==> config.mk <==
export PLATFORM = sky130hd
export DESIGN_NAME = number_to_prefixed_decimal_text_core
export DESIGN_NICKNAME = d
export VERILOG_FILES = /design/src/rtl/core/nptxt_pkg.sv /design/src/rtl/core/number_to_prefixed_decimal_text_core.sv /design/src/rtl/core/nptxt_ctrl.sv /design/src/rtl/core/nptxt_datapath.sv
export SDC_FILE = /design/constraint.sdc
export NUM_CORES = 2
export LEC_CHECK = 0
export ABC_AREA = 1
export ABC_CLOCK_PERIOD_IN_PS = 11300
export BUFFER_PORTS_ARGS = -buffer_cell sky130_fd_sc_hd__buf_2
export CORE_MARGIN = 4
export CORE_UTILIZATION = 48
export DETAILED_ROUTE_END_ITERATION = 8
export PLACE_DENSITY = 0.66
export SETUP_SLACK_MARGIN = 0.15
export SLEW_MARGIN = 20
export SYNTH_ARGS = -nofsm -noshare
export SYNTH_HDL_FRONTEND = slang
export SYNTH_SLANG_ARGS = --single-unit
export TNS_END_PERCENT = 1
==> constraint.sdc <==
create_clock -name clk -period 11.3 [get_ports clk]
set_input_delay 1.13 -clock clk [delete_from_list [all_inputs] [get_ports clk]]
set_output_delay 1.13 -clock clk [all_outputs]
set_load 0.02 [all_outputs]
==> src/rtl/core/nptxt_pkg.sv <==
`default_nettype none

package nptxt_pkg;

    localparam int unsigned VALUE_W = 64;
    localparam int unsigned STEP_W = 3;

    // values above this overflow when multiplied by 100
    localparam logic [63:0] SCALE_MAX = 64'd184467440737095516;
    localparam logic [63:0] SCALED_LIMIT = 64'd99950;
    localparam logic [63:0] FRACTION_LIMIT = 64'd995;
    localparam logic [STEP_W-1:0] STEP_MAX = 3'd6;

    localparam int unsigned IEC_SHIFT = 10;
    localparam int unsigned SI_DIVISOR = 1000;

    // long division by 1000, 16 bits of the dividend per chunk
    localparam int unsigned DIV_CHUNK_W = 16;
    localparam int unsigned DIV_CHUNKS = VALUE_W / DIV_CHUNK_W;
    localparam int unsigned DIV_REM_W = 10;
    localparam int unsigned DIV_X_W = DIV_REM_W + DIV_CHUNK_W;
    localparam int unsigned RECIP_SHIFT = 36;
    localparam logic [26:0] RECIP_1000 = 27'd68719476;

    // reciprocals for rounding and digit split
    localparam logic [7:0] RECIP_10 = 8'd205;
    localparam int unsigned RECIP_10_SHIFT = 11;
    localparam logic [17:0] RECIP_100 = 18'd167773;
    localparam int unsigned RECIP_100_SHIFT = 24;

    localparam logic [7:0] ASCII_ZERO = 8'h30;
    localparam logic [7:0] ASCII_DOT = 8'h2E;
    localparam logic [7:0] ASCII_I = 8'h69;

    localparam logic [7:0] SI_LETTERS [0:6] =
        '{8'h2D, 8'h6B, 8'h4D, 8'h47, 8'h54, 8'h50, 8'h45};
    localparam logic [7:0] IEC_LETTERS [0:6] =
        '{8'h2D, 8'h4B, 8'h4D, 8'h47, 8'h54, 8'h50, 8'h45};

    typedef enum logic [3:0] {
        OP_NOP,
        OP_LOAD,
        OP_MUL100,
        OP_SHIFT,
        OP_DIV_INIT,
        OP_DIV_MUL,
        OP_DIV_FIX,
        OP_ROUND,
        OP_DIG1,
        OP_DIG2,
        OP_EMIT
    } dp_op_t;

    typedef struct packed {
        dp_op_t op;
    } dp_cmd_t;

    typedef struct packed {
        logic si;
        logic big;
        logic ge_limit;
    } dp_status_t;

    function automatic logic [7:0] prefix_letter(input logic si, input logic [STEP_W-1:0] step);
        logic [STEP_W-1:0] s;
        s = (step > STEP_MAX) ? STEP_MAX : step;
        return si ? SI_LETTERS[s] : IEC_LETTERS[s];
    endfunction

endpackage

`default_nettype wire

==> src/rtl/core/number_to_prefixed_decimal_text_core.sv <==
// the prefix step counts every division, a prescaling one before the x100 included
// throughput: one item at a time; a decimal division is a 4-chunk long division, each
//   chunk a multiply step and a fix step, a binary division is one shift per cycle
// done is high for one cycle and the receiver cannot stall; busy falls in that same cycle
// reset clears the controller, the done strobe and si_mode (binary prefixes)
`default_nettype none

module number_to_prefixed_decimal_text_core
    import nptxt_pkg::*;
(
    input  wire logic               clk,
    input  wire logic               rst_n,
    input  wire logic               start,
    output logic                    busy,
    input  wire logic [VALUE_W-1:0] value,
    input  wire logic               cfg_wr_en,
    input  wire logic               cfg_wr_data,
    output logic                    done,
    output logic [7:0]              char_first,
    output logic [7:0]              char_second,
    output logic [7:0]              char_third,
    output logic [7:0]              char_fourth,
    output logic [7:0]              char_fifth,
    output logic [2:0]              text_length
);

    dp_cmd_t    cmd;
    dp_status_t status;

    nptxt_ctrl u_ctrl (
        .clk    (clk),
        .rst_n  (rst_n),
        .start  (start),
        .status (status),
        .cmd    (cmd),
        .busy   (busy)
    );

    nptxt_datapath u_datapath (
        .clk         (clk),
        .rst_n       (rst_n),
        .cmd         (cmd),
        .status      (status),
        .value       (value),
        .cfg_wr_en   (cfg_wr_en),
        .cfg_wr_data (cfg_wr_data),
        .done        (done),
        .char_first  (char_first),
        .char_second (char_second),
        .char_third  (char_third),
        .char_fourth (char_fourth),
        .char_fifth  (char_fifth),
        .text_length (text_length)
    );

endmodule

`default_nettype wire

==> src/rtl/core/nptxt_ctrl.sv <==
`default_nettype none

module nptxt_ctrl
    import nptxt_pkg::*;
(
    input  wire logic       clk,
    input  wire logic       rst_n,
    input  wire logic       start,
    input  wire dp_status_t status,
    output dp_cmd_t         cmd,
    output logic            busy
);

    typedef enum logic [3:0] {
        S_IDLE,
        S_CHECK,
        S_MUL,
        S_TEST,
        S_DMUL,
        S_DFIX,
        S_DIG1,
        S_DIG2,
        S_EMIT
    } state_t;

    localparam int unsigned CHUNK_CNT_W = $clog2(DIV_CHUNKS);

    state_t                 state_reg, state_next;
    logic [CHUNK_CNT_W-1:0] chunk_reg, chunk_next;
    logic                   pre_reg, pre_next;
    logic                   busy_reg;

    always_comb
    begin
        state_next = state_reg;
        chunk_next = chunk_reg;
        pre_next   = pre_reg;
        cmd.op     = OP_NOP;
        case (state_reg)
            S_IDLE:
            begin
                if (start)
                begin
                    cmd.op     = OP_LOAD;
                    state_next = S_CHECK;
                end
            end
            S_CHECK:
            begin
                if (status.big)
                begin
                    // prescale by the divisor before the multiply
                    if (status.si)
                    begin
                        cmd.op     = OP_DIV_INIT;
                        chunk_next = '0;
                        pre_next   = 1'b1;
                        state_next = S_DMUL;
                    end
                    else
                    begin
                        cmd.op     = OP_SHIFT;
                        state_next = S_MUL;
                    end
                end
                else
                begin
                    cmd.op     = OP_MUL100;
                    state_next = S_TEST;
                end
            end
            S_MUL:
            begin
                cmd.op     = OP_MUL100;
                state_next = S_TEST;
            end
            S_TEST:
            begin
                if (status.ge_limit)
                begin
                    if (status.si)
                    begin
                        cmd.op     = OP_DIV_INIT;
                        chunk_next = '0;
                        state_next = S_DMUL;
                    end
                    else
                    begin
                        cmd.op = OP_SHIFT;
                    end
                end
                else
                begin
                    cmd.op     = OP_ROUND;
                    state_next = S_DIG1;
                end
            end
            S_DMUL:
            begin
                cmd.op     = OP_DIV_MUL;
                state_next = S_DFIX;
            end
            S_DFIX:
            begin
                cmd.op     = OP_DIV_FIX;
                chunk_next = chunk_reg + 1'b1;
                if (chunk_reg == CHUNK_CNT_W'(DIV_CHUNKS - 1))
                begin
                    chunk_next = '0;
                    if (pre_reg)
                    begin
                        pre_next   = 1'b0;
                        state_next = S_MUL;
                    end
                    else
                    begin
                        state_next = S_TEST;
                    end
                end
                else
                begin
                    state_next = S_DMUL;
                end
            end
            S_DIG1:
            begin
                cmd.op     = OP_DIG1;
                state_next = S_DIG2;
            end
            S_DIG2:
            begin
                cmd.op     = OP_DIG2;
                state_next = S_EMIT;
            end
            S_EMIT:
            begin
                cmd.op     = OP_EMIT;
                state_next = S_IDLE;
            end
            default:
            begin
                state_next = S_IDLE;
            end
        endcase
    end

    always_ff @(posedge clk or negedge rst_n)
    begin
        if (!rst_n)
        begin
            state_reg <= S_IDLE;
            chunk_reg <= '0;
            pre_reg   <= 1'b0;
            busy_reg  <= 1'b0;
        end
        else
        begin
            state_reg <= state_next;
            chunk_reg <= chunk_next;
            pre_reg   <= pre_next;
            busy_reg  <= (state_next != S_IDLE);
        end
    end

    assign busy = busy_reg;

endmodule

`default_nettype wire

==> src/rtl/core/nptxt_datapath.sv <==
`default_nettype none

module nptxt_datapath
    import nptxt_pkg::*;
(
    input  wire logic               clk,
    input  wire logic               rst_n,
    input  wire dp_cmd_t            cmd,
    output dp_status_t              status,
    input  wire logic [VALUE_W-1:0] value,
    input  wire logic               cfg_wr_en,
    input  wire logic               cfg_wr_data,
    output logic                    done,
    output logic [7:0]              char_first,
    output logic [7:0]              char_second,
    output logic [7:0]              char_third,
    output logic [7:0]              char_fourth,
    output logic [7:0]              char_fifth,
    output logic [2:0]              text_length
);

    logic                 si_mode_reg;
    logic                 done_reg, done_next;

    logic [VALUE_W-1:0]   v_reg, v_next;
    logic [STEP_W-1:0]    step_reg, step_next;
    logic [DIV_REM_W-1:0] rem_reg, rem_next;
    logic [DIV_X_W-1:0]   x_reg, x_next;
    logic [15:0]          qest_reg, qest_next;
    logic [9:0]           b_reg, b_next;
    logic                 frac_reg, frac_next;
    logic [6:0]           q1_reg, q1_next;
    logic [3:0]           ones_reg, ones_next;
    logic [3:0]           hund_reg, hund_next;
    logic [7:0]           text_reg [5];
    logic [7:0]           text_next [5];
    logic [2:0]           len_reg, len_next;

    // arithmetic
    logic [VALUE_W-1:0]   mul100;
    logic [DIV_X_W-1:0]   div_x;
    logic [52:0]          div_prod;
    logic [DIV_X_W-1:0]   div_sub;
    logic [10:0]          div_r;
    logic                 div_fix;
    logic [10:0]          div_r_fix;
    logic [15:0]          div_q_fix;
    logic                 round_frac;
    logic [16:0]          round_x;
    logic [34:0]          round_prod;
    logic [9:0]           round_b;
    logic [17:0]          dig1_prod;
    logic [9:0]           ones_wide;
    logic [14:0]          hund_prod;
    logic [6:0]           tens_wide;
    logic [3:0]           tens;
    logic [2:0]           n;
    logic [7:0]           letter;

    assign status.si       = si_mode_reg;
    assign status.big      = (v_reg > SCALE_MAX);
    assign status.ge_limit = (v_reg >= SCALED_LIMIT);

    assign mul100 = (v_reg << 6) + (v_reg << 5) + (v_reg << 2);

    // one 16-bit chunk of the long division by 1000
    assign div_x     = {rem_reg, v_reg[VALUE_W-1 -: DIV_CHUNK_W]};
    assign div_prod  = 53'(div_x) * 53'(RECIP_1000);
    assign div_sub   = x_reg - DIV_X_W'(qest_reg) * DIV_X_W'(SI_DIVISOR);
    assign div_r     = div_sub[10:0];
    assign div_fix   = (div_r >= 11'(SI_DIVISOR));
    assign div_q_fix = div_fix ? qest_reg + 16'd1 : qest_reg;
    assign div_r_fix = div_fix ? div_r - 11'(SI_DIVISOR) : div_r;

    // rounding: tenths when a prefix applies and the value is small, else units
    assign round_frac = (step_reg != '0) && (v_reg < FRACTION_LIMIT);
    assign round_x    = v_reg[16:0] + (round_frac ? 17'd5 : 17'd50);
    assign round_prod = 35'(round_x) * (round_frac ? 35'(RECIP_10) : 35'(RECIP_100));
    assign round_b    = round_frac ? round_prod[RECIP_10_SHIFT +: 10]
                                   : round_prod[RECIP_100_SHIFT +: 10];

    assign dig1_prod = 18'(b_reg) * 18'(RECIP_10);
    assign ones_wide = b_reg - 10'(q1_reg) * 10'd10;
    assign hund_prod = 15'(q1_reg) * 15'(RECIP_10);
    assign tens_wide = q1_reg - 7'(hund_reg) * 7'd10;
    assign tens      = tens_wide[3:0];
    assign letter    = prefix_letter(si_mode_reg, step_reg);

    always_comb
    begin
        v_next    = v_reg;
        step_next = step_reg;
        rem_next  = rem_reg;
        x_next    = x_reg;
        qest_next = qest_reg;
        b_next    = b_reg;
        frac_next = frac_reg;
        q1_next   = q1_reg;
        ones_next = ones_reg;
        hund_next = hund_reg;
        for (int k = 0; k < 5; k++)
        begin
            text_next[k] = text_reg[k];
        end
        len_next  = len_reg;
        done_next = 1'b0;
        n         = 3'd1;
        case (cmd.op)
            OP_NOP:
            begin
            end
            OP_LOAD:
            begin
                v_next    = value;
                step_next = '0;
            end
            OP_MUL100:
            begin
                v_next = mul100;
            end
            OP_SHIFT:
            begin
                v_next    = v_reg >> IEC_SHIFT;
                step_next = step_reg + 1'b1;
            end
            OP_DIV_INIT:
            begin
                rem_next  = '0;
                step_next = step_reg + 1'b1;
            end
            OP_DIV_MUL:
            begin
                x_next    = div_x;
                qest_next = div_prod[RECIP_SHIFT +: 16];
            end
            OP_DIV_FIX:
            begin
                // quotient bits shift in from the bottom as the dividend leaves the top
                v_next   = {v_reg[VALUE_W-DIV_CHUNK_W-1:0], div_q_fix};
                rem_next = div_r_fix[DIV_REM_W-1:0];
            end
            OP_ROUND:
            begin
                b_next    = round_b;
                frac_next = round_frac;
            end
            OP_DIG1:
            begin
                q1_next = dig1_prod[RECIP_10_SHIFT +: 7];
            end
            OP_DIG2:
            begin
                ones_next = ones_wide[3:0];
                hund_next = hund_prod[RECIP_10_SHIFT +: 4];
            end
            OP_EMIT:
            begin
                for (int k = 0; k < 5; k++)
                begin
                    text_next[k] = 8'h00;
                end
                if (frac_reg)
                begin
                    text_next[0] = ASCII_ZERO + {4'h0, tens};
                    text_next[1] = ASCII_DOT;
                    text_next[2] = ASCII_ZERO + {4'h0, ones_reg};
                    n            = 3'd3;
                end
                else if (hund_reg != 4'd0)
                begin
                    text_next[0] = ASCII_ZERO + {4'h0, hund_reg};
                    text_next[1] = ASCII_ZERO + {4'h0, tens};
                    text_next[2] = ASCII_ZERO + {4'h0, ones_reg};
                    n            = 3'd3;
                end
                else if (tens != 4'd0)
                begin
                    text_next[0] = ASCII_ZERO + {4'h0, tens};
                    text_next[1] = ASCII_ZERO + {4'h0, ones_reg};
                    n            = 3'd2;
                end
                else
                begin
                    text_next[0] = ASCII_ZERO + {4'h0, ones_reg};
                    n            = 3'd1;
                end
                len_next = n;
                if (step_reg != '0)
                begin
                    for (int k = 0; k < 5; k++)
                    begin
                        if (3'(k) == n)
                        begin
                            text_next[k] = letter;
                        end
                        else if (!si_mode_reg && (3'(k) == n + 3'd1))
                        begin
                            text_next[k] = ASCII_I;
                        end
                    end
                    len_next = n + (si_mode_reg ? 3'd1 : 3'd2);
                end
                done_next = 1'b1;
            end
            default:
            begin
            end
        endcase
    end

    always_ff @(posedge clk or negedge rst_n)
    begin
        if (!rst_n)
        begin
            si_mode_reg <= 1'b0;
            done_reg    <= 1'b0;
        end
        else
        begin
            if (cfg_wr_en)
            begin
                si_mode_reg <= cfg_wr_data;
            end
            done_reg <= done_next;
        end
    end

    always_ff @(posedge clk)
    begin
        v_reg    <= v_next;
        step_reg <= step_next;
        rem_reg  <= rem_next;
        x_reg    <= x_next;
        qest_reg <= qest_next;
        b_reg    <= b_next;
        frac_reg <= frac_next;
        q1_reg   <= q1_next;
        ones_reg <= ones_next;
        hund_reg <= hund_next;
        for (int k = 0; k < 5; k++)
        begin
            text_reg[k] <= text_next[k];
        end
        len_reg  <= len_next;
    end

    assign done        = done_reg;
    assign char_first  = text_reg[0];
    assign char_second = text_reg[1];
    assign char_third  = text_reg[2];
    assign char_fourth = text_reg[3];
    assign char_fifth  = text_reg[4];
    assign text_length = len_reg;

endmodule

`default_nettype wire
==> results.txt <==
* Result of the run: complete, no violations
- Largest register FFs: 64
- In this run, post-CTS hold repair placed 0 buffers.
- After routing, the total negative slack on setup checks comes to 0 ns.
- Detailed-route via count: about 30000
* Maximum clock frequency: slightly above 100 MHz
* Top flip-flop cell by instance count after synthesis: sky130_fd_sc_hd__edfxtp_1
- The pre-antenna-repair detailed-routing pass consisted of 6 iterations.
- Remaining Overflow, GRT: 0
* Worst hold slack: roughly 0.5 ns
- At the worst endpoint, the arrival time is approximately 10 ns.
- Post-synth design cell area: approximately 36000 um2
* Longest individual stage delay on the worst path: 0.66 ns
* Initial Utilization: 0.485
- After legalization and detailed placement, the total HPWL measured 90.2 mm.
- Largest area contributor in the netlist: sky130_fd_sc_hd__ha_1
* Total area of multi-input combinational cells: 26800 um2
- First-pass GRT wire length: 165 mm
- Largest net degree at the start of global routing: 70
- Of the cells placed in the final design, the portion with a size suffix greater than 1 is 0.0473.
- Final core utilization: 0.515
- Commonest non-fill, non-tap cell in the layout: sky130_fd_sc_hd__inv_1
* Async set-reset flop share out of synthesis: 0.0581
- CTS tree: built
- The die covers 79700 um2.
- The number of max-slew violations in the final report came to 0.
* Worst Setup Path Type: flop to flop
- STA puts the critical path data required time at 11.54 ns.
* Clk_skew: ~0.014 ns
- DRC: 0
- Setup slack on the worst reg-to-reg path comes out at approximately 1.6 ns.
- Clock-pin slew was measured on the worst setup and hold paths at 0.07 ns.
- The synthesized design contains roughly 160 enable-type register cells.
* Mean Syn Cell Area: approximately 8.4 um2
* Number of failing setup endpoints in the final timing report: 0
* Port Buffers: about 110
- Top library cells by usage in the layout, fill and taps aside: sky130_fd_sc_hd__inv_1 (1039), sky130_fd_sc_hd__ha_1 (717), sky130_fd_sc_hd__nand2_1 (556)
- Type of destination of the critical path: flop
- Area of the core: 74400 um2
- Worst slack at placement: 1.61 ns
* Routed wirelength normalized by instance count: 19.6 um
* Number of hold-slack violations in the final timing report: 0
- Counting the fill cells in the layout gives 7041.
- Portion of the clock cycle consumed by the worst path in the final layout: 0.859
- Routability-driven placement finished with a final weighted congestion of about 1.
- The share of synthesized area in the top cell type comes to 0.249.
- Worst Path Max Fanout: 22
* Via count normalized by instance count: between 5 and 6
- The via count of the first global-routing pass is just under 30000.
- Counting distinct cell types in the post-synthesis netlist gives 64.
- In this run the core area contains 100 standard-cell rows.
* Worst slew pin tran: approximately 1.1 ns
- Gates resized during post-CTS repair numbered 0.
- After clock tree synthesis, the setup repair step added 0 buffers.
* Top cells by area in the synthesized netlist: sky130_fd_sc_hd__ha_1 (25%), sky130_fd_sc_hd__fa_1 (23%), sky130_fd_sc_hd__edfxtp_1 (13%)
- Vert. Die Dim: approximately 280 um
- Worst slew margin relative to its limit: 0.264
* Synthesis-to-finish area growth: 6.23%
- Mapped Cells: between 4000 and 5000
- The clock net in this run drives a total of approximately 170 sinks.
- Synth Warn #: 0
* Antenna violations before repair: 0
* Layout net count: 5581
- Hold/Removal Path Class: flop to flop
- Drt total wl: 105 mm
- During I/O placement, the number of pins put on the boundary was 114.
- Minimum setup slack in the final design: 1.59 ns
- Horizontal die dimension: 282 um
* Max_cap viols: 0
- Sequential area share after synthesis: 0.142
* Overall fraction of global-route tracks in use: 0.268
- Clock Tree Buf Depth: 2
* Slowest-stage cell, CP: sky130_fd_sc_hd__edfxtp_1
* Worst setup SP type: flop
* FF+latch area: around 5000 um2
- Setup repair after global routing missed its margin: false
- The H-tree was split into 4 levels.
* Antenna diode instance count: 0
- Iteration-0 DRC Markers: 2228
- Count of state elements after synthesis: about 170
- The later pin in the worst-skew pair is clocked with a latency of ~0.49 ns.
- Once detail routing completed, the nets flagged for antenna violations numbered 0.
- Buffer cell driving the clock tree root: sky130_fd_sc_hd__clkbuf_16
- Buffers inserted during clock tree synthesis total 17.
- Minimum clock period after layout: 9.71 ns
==> per-layer routing <==
metal / GRT usage / routed length (um) / up-vias
met3: 0.0461 / 7570 / 157
met1: 0.381 / 47500 / 14033
met5: 0 / 0 / -
li1: - / - / 13981
met4: 0.0754 / 2870 / 0
met2: 0.426 / 47400 / 981
==> logic make-up (layout without fill, tap and decap cells) <==
logic type	after synthesis	after routing	share of synthesized area
AND/OR/NAND/NOR	1221	1221	0.149
flip-flops	172	172	0.142
adder cells (fa/ha/maj)	1125	1125	0.475
XOR/XNOR	128	128	0.0317
AO/OA/AOI/OAI	534	534	0.0846
buffers and inverters	1114	1209	0.118
other	2	11	0.000208
==> cell usage after synthesis (13+ instances only) <==
cell / number
sky130_fd_sc_hd__a31oi_1: 23
sky130_fd_sc_hd__o21bai_1: 14
sky130_fd_sc_hd__ha_1: 717
sky130_fd_sc_hd__nor2_1: 234
sky130_fd_sc_hd__clkbuf_1: 37
sky130_fd_sc_hd__nand3_1: 226
sky130_fd_sc_hd__buf_2: 13
sky130_fd_sc_hd__nor4_1: 20
sky130_fd_sc_hd__nand2_1: 557
sky130_fd_sc_hd__nor3_1: 41
sky130_fd_sc_hd__nand4_1: 94
sky130_fd_sc_hd__o21ai_0: 164
sky130_fd_sc_hd__o211ai_1: 22
sky130_fd_sc_hd__o21a_1: 20
sky130_fd_sc_hd__xor2_1: 85
sky130_fd_sc_hd__a21oi_1: 217
sky130_fd_sc_hd__inv_1: 1039
sky130_fd_sc_hd__xnor2_1: 40
sky130_fd_sc_hd__fa_1: 408
sky130_fd_sc_hd__edfxtp_1: 162
==> critical path, delay by kind of cell (launching register included) <==
kind / cells / cell delay (ns)
buf+inv: 9 / 1.11
xor+xnor: 1 / 0.51
flops: 1 / 0.66
compound gates: 6 / 1.13
simple gates: 12 / 1.95
fa+ha+maj: 9 / 4.09
==> cell type report <==
class                   count  area share
clock inverters            12     0.00362
multi-input cells        3019       0.699
inverters                1050       0.103
flip-flops and latches    172       0.133
well taps                 969      0.0316
repair buffers            127      0.0180
clock buffers              20      0.0114
==> through the flow <==
step           area (um2)  std cells
4_1_cts             38300       5369
5_1_grt             38300       5369
6_report            38300       5369
2_1_floorplan       36100       4305
3_5_place_dp        37800       5337
3_3_place_gp        37800       5337
==> worst paths after layout <==
check	cells past startpoint	from	end
worst max register to register	37	u_datapath.v_reg[58]$_DFFE_PP_	u_datapath.b_reg[9]$_DFFE_PN_
max in group asynchronous	1	rst_n	u_ctrl.pre_reg$_DFFE_PN0P_
worst max-delay path	37	u_datapath.v_reg[58]$_DFFE_PP_	u_datapath.b_reg[9]$_DFFE_PN_
worst min-delay path	1	u_ctrl.chunk_reg[0]$_DFFE_PN0P_	u_ctrl.chunk_reg[0]$_DFFE_PN0P_
worst min register to register	1	u_ctrl.chunk_reg[0]$_DFFE_PN0P_	u_ctrl.chunk_reg[0]$_DFFE_PN0P_
min in group asynchronous	1	rst_n	u_ctrl.chunk_reg[1]$_DFFE_PN0P_
Power is not shown: default switching activity piles up to over one toggle a cycle in this logic, so the estimate is an artifact.
